[src/design/inverse_distance_weighted_average_macros.svh]
// ----------------------------------------------------------------------------
// Assertion macros for the inverse distance weighted average block
// Concurrent checks on clk_i, disabled in reset; empty in synthesis builds.
// ----------------------------------------------------------------------------
`ifndef INVERSE_DISTANCE_WEIGHTED_AVERAGE_MACROS_SVH
`define INVERSE_DISTANCE_WEIGHTED_AVERAGE_MACROS_SVH
`ifndef SYNTH
// property must hold at every edge out of reset
`define IDWA_ASSERT(label, prop) \
  label: assert property (@(posedge clk_i) disable iff (!rst_ni) (prop)) \
    else $error("assertion failed");
// condition must never be seen out of reset
`define IDWA_ASSERT_NEVER(label, cond) \
  label: assert property (@(posedge clk_i) disable iff (!rst_ni) !(cond)) \
    else $error("forbidden condition seen");
`else
`define IDWA_ASSERT(label, prop)
`define IDWA_ASSERT_NEVER(label, cond)
`endif
`endif

[src/design/idwa_pkg.sv]
// ----------------------------------------------------------------------------
// idwa_pkg
// Shared types and constants of the inverse distance weighted average block.
// ----------------------------------------------------------------------------
package idwa_pkg;

  localparam int unsigned DW  = 24;  // Q8.16 data
  localparam int unsigned WTW = 30;  // weight sum
  localparam int unsigned WRW = 54;  // weighted response sum
  localparam int unsigned PW  = 48;  // weight * response

  localparam logic [DW-1:0]  WEIGHT_ONE = 24'h010000;
  localparam logic [DW-1:0]  WEIGHT_MAX = 24'hFFFFFF;
  localparam logic [WRW-1:0] RECIP_NUM  = 54'h0_0001_0000_0000;
  localparam logic [DW-1:0]  PRED_MAX   = 24'h7FFFFF;
  localparam logic [DW-1:0]  PRED_MIN   = 24'h800000;

  typedef enum logic [1:0] {
    WCLS_ONE,    // below the floor
    WCLS_SAT,    // zero distance
    WCLS_RECIP   // needs a reciprocal
  } wcls_e;

  typedef struct packed {
    wcls_e                wcls;
    logic [DW-1:0]        distance;
    logic signed [DW-1:0] response;
    logic                 last;
  } nbr_t;

  typedef struct packed {
    logic           start;
    logic [WRW-1:0] dividend;
    logic [WTW-1:0] divisor;
  } div_req_t;

  typedef struct packed {
    logic           busy;
    logic           done;
    logic [WRW-1:0] quotient;
  } div_rsp_t;

endpackage

[src/design/idwa_front.sv]
// ----------------------------------------------------------------------------
// idwa_front
// Accepts neighbours, classifies their weight and queues them (two entries).
// ----------------------------------------------------------------------------
module idwa_front (
  input  logic               clk_i,
  input  logic               rst_ni,
  input  logic               s_axis_tvalid,
  output logic               s_axis_tready,
  input  logic [47:0]        s_axis_tdata,  // [23:0] distance, [47:24] response
  input  logic               s_axis_tlast,  // last_neighbor
  input  logic               cfg_we_i,
  input  logic [23:0]        cfg_wdata_i,   // distance_floor
  input  logic               pop_i,
  output logic               avail_o,
  output idwa_pkg::nbr_t     item_o
);
  import idwa_pkg::*;

  logic [DW-1:0] floor_q;
  nbr_t          mem_q [2];
  logic [1:0]    cnt_q;
  logic          wr_ptr_q, rd_ptr_q;
  logic          push;
  nbr_t          in_item;

  assign s_axis_tready = (cnt_q != 2'd2);
  assign push          = s_axis_tvalid && s_axis_tready;
  assign avail_o       = (cnt_q != 2'd0);
  assign item_o        = mem_q[rd_ptr_q];

  always_comb begin
    in_item.distance = s_axis_tdata[DW-1:0];
    in_item.response = s_axis_tdata[2*DW-1:DW];
    in_item.last     = s_axis_tlast;
    if (in_item.distance < floor_q) begin
      in_item.wcls = WCLS_ONE;
    end else if (in_item.distance == '0) begin
      in_item.wcls = WCLS_SAT;
    end else begin
      in_item.wcls = WCLS_RECIP;
    end
  end

  always_ff @(posedge clk_i or negedge rst_ni) begin
    if (!rst_ni) begin
      floor_q  <= 24'd1;
      cnt_q    <= '0;
      wr_ptr_q <= 1'b0;
      rd_ptr_q <= 1'b0;
    end else begin
      if (cfg_we_i) begin
        floor_q <= cfg_wdata_i;
      end
      if (push) begin
        wr_ptr_q <= ~wr_ptr_q;
      end
      if (pop_i) begin
        rd_ptr_q <= ~rd_ptr_q;
      end
      cnt_q <= cnt_q + {1'b0, push} - {1'b0, pop_i};
    end
  end

  always_ff @(posedge clk_i) begin
    if (push) begin
      mem_q[wr_ptr_q] <= in_item;
    end
  end

endmodule

[src/design/idwa_div.sv]
// ----------------------------------------------------------------------------
// idwa_div
// Unsigned restoring divider, one quotient bit per cycle.
// ----------------------------------------------------------------------------
module idwa_div (
  input  logic                 clk_i,
  input  logic                 rst_ni,
  input  idwa_pkg::div_req_t   req_i,
  output idwa_pkg::div_rsp_t   rsp_o
);
  import idwa_pkg::*;

  logic           busy_q, done_q;
  logic [5:0]     cnt_q;
  logic [WTW-1:0] rem_q, dvs_q;
  logic [WRW-1:0] quo_q;
  logic [WTW:0]   rem_sh, diff;
  logic           ge;

  assign rem_sh = {rem_q, quo_q[WRW-1]};
  assign ge     = rem_sh >= {1'b0, dvs_q};
  assign diff   = rem_sh - {1'b0, dvs_q};

  assign rsp_o.busy     = busy_q;
  assign rsp_o.done     = done_q;
  assign rsp_o.quotient = quo_q;

  always_ff @(posedge clk_i or negedge rst_ni) begin
    if (!rst_ni) begin
      busy_q <= 1'b0;
      done_q <= 1'b0;
      cnt_q  <= '0;
    end else begin
      done_q <= 1'b0;
      if (req_i.start) begin
        busy_q <= 1'b1;
        cnt_q  <= 6'(WRW - 1);
      end else if (busy_q) begin
        cnt_q <= cnt_q - 6'd1;
        if (cnt_q == 6'd0) begin
          busy_q <= 1'b0;
          done_q <= 1'b1;
        end
      end
    end
  end

  always_ff @(posedge clk_i) begin
    if (req_i.start) begin
      rem_q <= '0;
      quo_q <= req_i.dividend;
      dvs_q <= req_i.divisor;
    end else if (busy_q) begin
      rem_q <= ge ? diff[WTW-1:0] : rem_sh[WTW-1:0];
      quo_q <= {quo_q[WRW-2:0], ge};
    end
  end

endmodule

[src/design/idwa_back.sv]
// ----------------------------------------------------------------------------
// idwa_back
// Sequencer: per neighbour weight, product, accumulation; per sample quotient.
// ----------------------------------------------------------------------------
module idwa_back (
  input  logic                 clk_i,
  input  logic                 rst_ni,
  input  logic                 avail_i,
  input  idwa_pkg::nbr_t       item_i,
  output logic                 pop_o,
  output idwa_pkg::div_req_t   div_req_o,
  input  idwa_pkg::div_rsp_t   div_rsp_i,
  output logic                 m_axis_tvalid,
  input  logic                 m_axis_tready,
  output logic [23:0]          m_axis_tdata   // [23:0] prediction
);
  import idwa_pkg::*;

  typedef enum logic [2:0] {
    ST_IDLE, ST_RECIP, ST_MUL, ST_ACC, ST_QUOT, ST_OUT
  } state_e;

  state_e                state_q;
  nbr_t                  cur_q;
  logic [DW-1:0]         w_q, pred_q, out_q;
  logic signed [PW-1:0]  prod_q;
  logic [WTW-1:0]        wt_q, wt_n;
  logic [WRW-1:0]        wr_q, wr_n, mag;
  logic                  neg_q, outv_q;
  logic signed [PW:0]    prod_full;
  logic [WRW-1:0]        q;

  assign wt_n      = wt_q + {{(WTW-DW){1'b0}}, w_q};
  assign wr_n      = wr_q + {{(WRW-PW){prod_q[PW-1]}}, prod_q};
  assign mag       = wr_n[WRW-1] ? (~wr_n + 1'b1) : wr_n;
  assign prod_full = $signed({1'b0, w_q}) * cur_q.response;
  assign q         = div_rsp_i.quotient;

  assign pop_o = (state_q == ST_IDLE) && avail_i;

  always_comb begin
    div_req_o.start    = 1'b0;
    div_req_o.dividend = RECIP_NUM;
    div_req_o.divisor  = {{(WTW-DW){1'b0}}, item_i.distance};
    if (state_q == ST_IDLE && avail_i && item_i.wcls == WCLS_RECIP) begin
      div_req_o.start = 1'b1;
    end else if (state_q == ST_ACC && cur_q.last && wt_n != '0) begin
      div_req_o.start    = 1'b1;
      div_req_o.dividend = mag;
      div_req_o.divisor  = wt_n;
    end
  end

  assign m_axis_tvalid = outv_q;
  assign m_axis_tdata  = out_q;

  always_ff @(posedge clk_i or negedge rst_ni) begin
    if (!rst_ni) begin
      state_q <= ST_IDLE;
      wt_q    <= '0;
      wr_q    <= '0;
      outv_q  <= 1'b0;
    end else begin
      if (state_q == ST_OUT && (!outv_q || m_axis_tready)) begin
        outv_q <= 1'b1;
      end else if (outv_q && m_axis_tready) begin
        outv_q <= 1'b0;
      end
      case (state_q)
        ST_IDLE: begin
          if (avail_i) begin
            cur_q <= item_i;
            case (item_i.wcls)
              WCLS_ONE: begin
                w_q     <= WEIGHT_ONE;
                state_q <= ST_MUL;
              end
              WCLS_SAT: begin
                w_q     <= WEIGHT_MAX;
                state_q <= ST_MUL;
              end
              default: state_q <= ST_RECIP;
            endcase
          end
        end
        ST_RECIP: begin
          if (div_rsp_i.done) begin
            w_q     <= (q > {{(WRW-DW){1'b0}}, WEIGHT_MAX}) ? WEIGHT_MAX : q[DW-1:0];
            state_q <= ST_MUL;
          end
        end
        ST_MUL: begin
          prod_q  <= prod_full[PW-1:0];
          state_q <= ST_ACC;
        end
        ST_ACC: begin
          if (!cur_q.last) begin
            wt_q    <= wt_n;
            wr_q    <= wr_n;
            state_q <= ST_IDLE;
          end else begin
            wt_q  <= '0;
            wr_q  <= '0;
            neg_q <= wr_n[WRW-1];
            if (wt_n == '0) begin
              pred_q  <= '0;
              state_q <= ST_OUT;
            end else begin
              state_q <= ST_QUOT;
            end
          end
        end
        ST_QUOT: begin
          if (div_rsp_i.done) begin
            if (neg_q) begin
              pred_q <= (q > {{(WRW-DW){1'b0}}, PRED_MIN}) ? PRED_MIN
                                                           : (~q[DW-1:0] + 1'b1);
            end else begin
              pred_q <= (q > {{(WRW-DW){1'b0}}, PRED_MAX}) ? PRED_MAX : q[DW-1:0];
            end
            state_q <= ST_OUT;
          end
        end
        ST_OUT: begin
          if (!outv_q || m_axis_tready) begin
            out_q   <= pred_q;
            state_q <= ST_IDLE;
          end
        end
        default: state_q <= ST_IDLE;
      endcase
    end
  end

endmodule

[src/design/inverse_distance_weighted_average.sv]
// ----------------------------------------------------------------------------
// inverse_distance_weighted_average
// k-NN regression: inverse distance weighted mean of a sample's neighbours.
// ----------------------------------------------------------------------------
// Neighbours enter on the slave stream into a two-entry queue and are worked
// one at a time by the back-end sequencer, which shares one bit-serial divider
// for reciprocals and quotients. A neighbour below the distance floor or at
// zero distance goes straight to multiply and accumulate; one needing a
// reciprocal first waits on a divider pass. The last neighbour of a sample adds
// a second divider pass before the prediction reaches the output register,
// which holds it while next neighbours are taken. No clearing pass after reset.
module inverse_distance_weighted_average (
  input  logic        clk_i,
  input  logic        rst_ni,
  input  logic        s_axis_tvalid,
  output logic        s_axis_tready,
  input  logic [47:0] s_axis_tdata,   // [23:0] distance, [47:24] response
  input  logic        s_axis_tlast,   // last_neighbor
  output logic        m_axis_tvalid,
  input  logic        m_axis_tready,
  output logic [23:0] m_axis_tdata,   // [23:0] prediction
  input  logic        cfg_we_i,
  input  logic [23:0] cfg_wdata_i     // distance_floor
);
  import idwa_pkg::*;
  `include "inverse_distance_weighted_average_macros.svh"

  logic     avail, pop;
  nbr_t     item;
  div_req_t div_req;
  div_rsp_t div_rsp;

  idwa_front u_front (
    .clk_i, .rst_ni,
    .s_axis_tvalid, .s_axis_tready, .s_axis_tdata, .s_axis_tlast,
    .cfg_we_i, .cfg_wdata_i,
    .pop_i   (pop),
    .avail_o (avail),
    .item_o  (item)
  );

  idwa_div u_div (
    .clk_i, .rst_ni,
    .req_i (div_req),
    .rsp_o (div_rsp)
  );

  idwa_back u_back (
    .clk_i, .rst_ni,
    .avail_i   (avail),
    .item_i    (item),
    .pop_o     (pop),
    .div_req_o (div_req),
    .div_rsp_i (div_rsp),
    .m_axis_tvalid, .m_axis_tready, .m_axis_tdata
  );

  `IDWA_ASSERT_NEVER(a_pop_empty, pop && !avail)
  `IDWA_ASSERT_NEVER(a_div_restart, div_req.start && div_rsp.busy)
  `IDWA_ASSERT(a_div_done_after_busy, div_rsp.done |-> $past(div_rsp.busy))

endmodule
[config.mk]
export PLATFORM = sky130hd
export DESIGN_NAME = inverse_distance_weighted_average
export DESIGN_NICKNAME = d
export VERILOG_FILES = /design/src/design/idwa_pkg.sv /design/src/design/idwa_front.sv /design/src/design/idwa_div.sv /design/src/design/idwa_back.sv /design/src/design/inverse_distance_weighted_average.sv
export VERILOG_INCLUDE_DIRS = /design/src /design/src/design
export SDC_FILE = /design/constraint.sdc
export NUM_CORES = 2
export LEC_CHECK = 0
export ABC_AREA = 1
export BUFFER_PORTS_ARGS = -buffer_cell sky130_fd_sc_hd__buf_4
export CORE_MARGIN = 2
export CORE_UTILIZATION = 52
export CTS_CLUSTER_DIAMETER = 120
export CTS_CLUSTER_SIZE = 25
export DETAILED_ROUTE_END_ITERATION = 8
export PLACE_DENSITY = 0.77
export SLEW_MARGIN = 25
export SYNTH_ARGS = -nofsm -noshare
export SYNTH_HDL_FRONTEND = slang
export SYNTH_SLANG_ARGS = --single-unit
[constraint.sdc]
create_clock -name clk_i -period 12.4 [get_ports clk_i]
set_input_delay 1.24 -clock clk_i [delete_from_list [all_inputs] [get_ports clk_i]]
set_output_delay 1.24 -clock clk_i [all_outputs]
set_load 0.02 [all_outputs]
==> run_results.csv <==
group,metric,value,unit
drt,ant_nets,0,
timing,fin_crit,7590,ps
drt,top_layer,"met4",
worst_setup_path,crit_chain,"nand2_1, fa_1, fa_1, fa_1, inv_1, fa_1, inv_1, fa_1, inv_1, fa_1, inv_1, fa_1, inv_1, ha_1, a21oi_1, inv_1, a31oi_1, a21boi_1, o21ai_0, a21boi_0, o21ai_1, a21oi_1, xor2_1",
floorplan,pin_count,104,
timing,setup_viol,0,
clocking,clockRootBuffer,"clkbuf_16",
timing,rsz0062_at_grt,"false",
drt,m1WireLength,55300,µm
floorplan,start_util,52.5,%
synthesis,synth_seq_area_share,27.9,%
finish,nFillCells,8639,
clocking,clock-sinks,486,
worst_setup_path,crit_buf_inv,6,
worst_setup_path,worstPathArrival,7980,ps
finish,nets,7144,
clocking,cts_tree,"yes",
synthesis,syn_avg_cell_area,7.86,µm²
clocking,clkSlewWorstSetupHoldPaths,100,ps
global_route,grt_use_total,28.1,%
finish,multiInputGateArea,29500,µm²
min_path,hp-class,"flop to flop",
drt,post-route-drc-count,0,
worst_setup_path,slowest_stage,"edfxtp_1",
finish,diodes,0,
timing,post-route-period-util,61.2,%
timing,setup_slack,4810,ps
floorplan,die_height,311,µm
synthesis,ys_async_sr_fraction,25.5,%
worst_setup_path,cp_common_cell,"fa_1",
drt,drt_iter0_markers,3791,
worst_setup_path,critPathKind,"flop to flop",
drt,drtPass1Iterations,6,
timing,fmaxAchievable,132,MHz
timing,finalSetupTns,0,ps
worst_setup_path,cp_max_fo,24,
timing,slew_viol_final,0,
finish,postLayoutCellArea,52000,µm²
drt,via_count,40500,
synthesis,synth_edf_count,332,
global_route,grt_max_degree,82,
clocking,hold_buffers,0,
worst_setup_path,cp-start-kind,"flop",
synthesis,syn_nets,7140,
clocking,cts-buffers-inserted,26,
drt,vias_per_cell,5.39,
floorplan,die_w,311,µm
clocking,clkLatencyLatePin,640,ps
floorplan,dieArea,96900,µm²
status,status,"completed",
clocking,cts_setup_buffers,0,
synthesis,synth_cell_types,66,
global_route,gr-total-overflow,0,
place,dpl_cell_area,51100,µm²
timing,hold_slack,423,ps
synthesis,netlist_area,49100,µm²
global_route,grt_antenna_before_repair,0,
synthesis,synth_warnings,0,
floorplan,core,93500,µm²
place,gp_congestion,0.994,
drt,met3_length,9820,µm
global_route,grt_pass1_vias,40400,
worst_setup_path,cp-end-kind,"flop",
finish,drive_gt1_share,5.42,%
worst_setup_path,cp_top_family,"adder cells",
drt,wl_per_cell,18.1,µm
finish,ff_latch_area,13700,µm²
timing,hold_violations,0,
finish,area_delta_synth_final,5.98,%
synthesis,synth_flop_cell,"edfxtp_1",
timing,worst_pin_slew,1110,ps
worst_setup_path,max_stage_delay,950,ps
drt,routed-wl-met2,64700,µm
finish,final_cell_mix,"nand2_1, inv_1, fa_1",
timing,clock-skew-final,25.4,ps
synthesis,synth_cells,6245,
global_route,grt_pass1_wl,217000,µm
drt,drt_wl_total,136000,µm
clocking,cts_max_level,1,
timing,slew_headroom,26.1,%
place,dp_slack,4640,ps
flow_run,maxCapViolations,0,
place,port_buffers,103,
synthesis,ys_ff_latch,486,
worst_setup_path,crit_required,12790,ps
floorplan,rows,112,
place,hpwl,107000,µm
finish,final_common_cell,"nand2_1",
clocking,cts_max_path_buffers,3,
clocking,cts-resized-gates,0,
worst paths after layout:
check / start / cells past startpoint / endpoint / slack [ps]
worst max-delay path: u_back.cur_q[6]$_DFFE_PP_ / 23 / u_back.prod_q[45]$_DFFE_PP_ / 4810
worst min-delay path: u_back.pred_q[13]$_SDFFCE_PP0P_ / 0 / u_back.m_axis_tdata[13]$_DFFE_PP_ / 420
worst max register to register: u_back.cur_q[6]$_DFFE_PP_ / 23 / u_back.prod_q[45]$_DFFE_PP_ / 4810
worst min register to register: u_back.pred_q[13]$_SDFFCE_PP0P_ / 0 / u_back.m_axis_tdata[13]$_DFFE_PP_ / 420
max in group asynchronous: rst_ni / 2 / u_back.wr_q[33]$_DFFE_PN0N_ / 10500
min in group asynchronous: rst_ni / 1 / u_back.wr_q[6]$_DFFE_PN0N_ / 650
Yosys cell counts, types with 3 or more instances:
master	instances	area, µm²
nand2_1	1773	6660
a21oi_2	28	245
o211ai_1	31	233
or2_2	35	219
nand4_1	65	407
o22ai_2	6	75.1
o21bai_1	12	90.1
nor4_1	19	119
o21ai_0	273	1370
buf_4	4	30.0
ha_1	332	4150
nand2_2	27	169
nor2_1	355	1330
a211oi_1	5	37.5
and2_1	6	37.5
a21boi_0	6	45.0
and3_1	3	18.8
nand3b_1	14	105
nor3_1	44	220
inv_2	9	33.8
nor2_2	8	50.1
o22ai_1	18	113
xnor2_1	54	473
nand3_2	4	40.0
clkbuf_1	149	559
xor2_1	79	692
buf_6	7	78.8
dfrtp_1	123	3080
nand2_4	3	33.8
o21a_1	9	67.6
a21oi_1	234	1170
buf_2	20	100
edfxtp_1	332	9970
a21o_1	6	45.0
o21ai_1	11	55.1
inv_1	1376	5160
fa_1	485	9710
a31oi_1	27	169
nor3_2	5	50.1
a22o_1	9	78.8
dfxtp_1	30	601
nand3_1	178	891
cells by family after synthesis:
family / after synthesis / synth area share (%)
and+or+nand+nor: 2546 / 21.2
buffers and inverters: 1570 / 12.2
adders and majority gates: 817 / 28.2
AOI/OAI and AO/OA: 691 / 8.03
DFF: 486 / 27.9
xor gates and xnor gates: 134 / 2.41
muxes: 1 / 0.0204
routing by layer:
layer / GRT usage, % / vias up
li1: - / 19200
met1: 36.8 / 19400
met2: 47.3 / 1594
met3: 3.66 / 326
met4: 11.6 / 0
met5: 0 / -
layout make-up:
class / count / area share (%)
multi-input combinational: 4189 / 56.7
sequential: 486 / 26.3
inverter: 1387 / 10.0
tap: 1254 / 3.02
timing repair buffer: 159 / 2.38
clock buffer: 39 / 1.40
clock inverter: 9 / 0.226
through the flow:
stage | utilization, % | cells
2_1_floorplan | - | 6245
3_3_place_gp | 54.6 | 7471
3_5_place_dp | 54.7 | 7471
4_1_cts | 55.6 | 7519
5_1_grt | 55.6 | 7523
6_report | 55.6 | 7523
registers in the layout, indices dropped and copies added (netlist names), 2 cells and up:
register	count
u_back.cur_q	25
u_div.rem_q	30
u_back.prod_q	48
u_div.quo_q	54
u_back.state_q	3
u_back.pred_q	24
u_back.m_axis_tdata	24
u_front.cnt_q	2
u_back.w_q	24
u_front.floor_q	24
u_back.wr_q	54
u_div.dvs_q	30
u_div.cnt_q	6
u_back.wt_q	30
u_front.mem_q	102
Power is not shown: default switching activity piles up to over one toggle a cycle in this logic, so the estimate is an artifact.
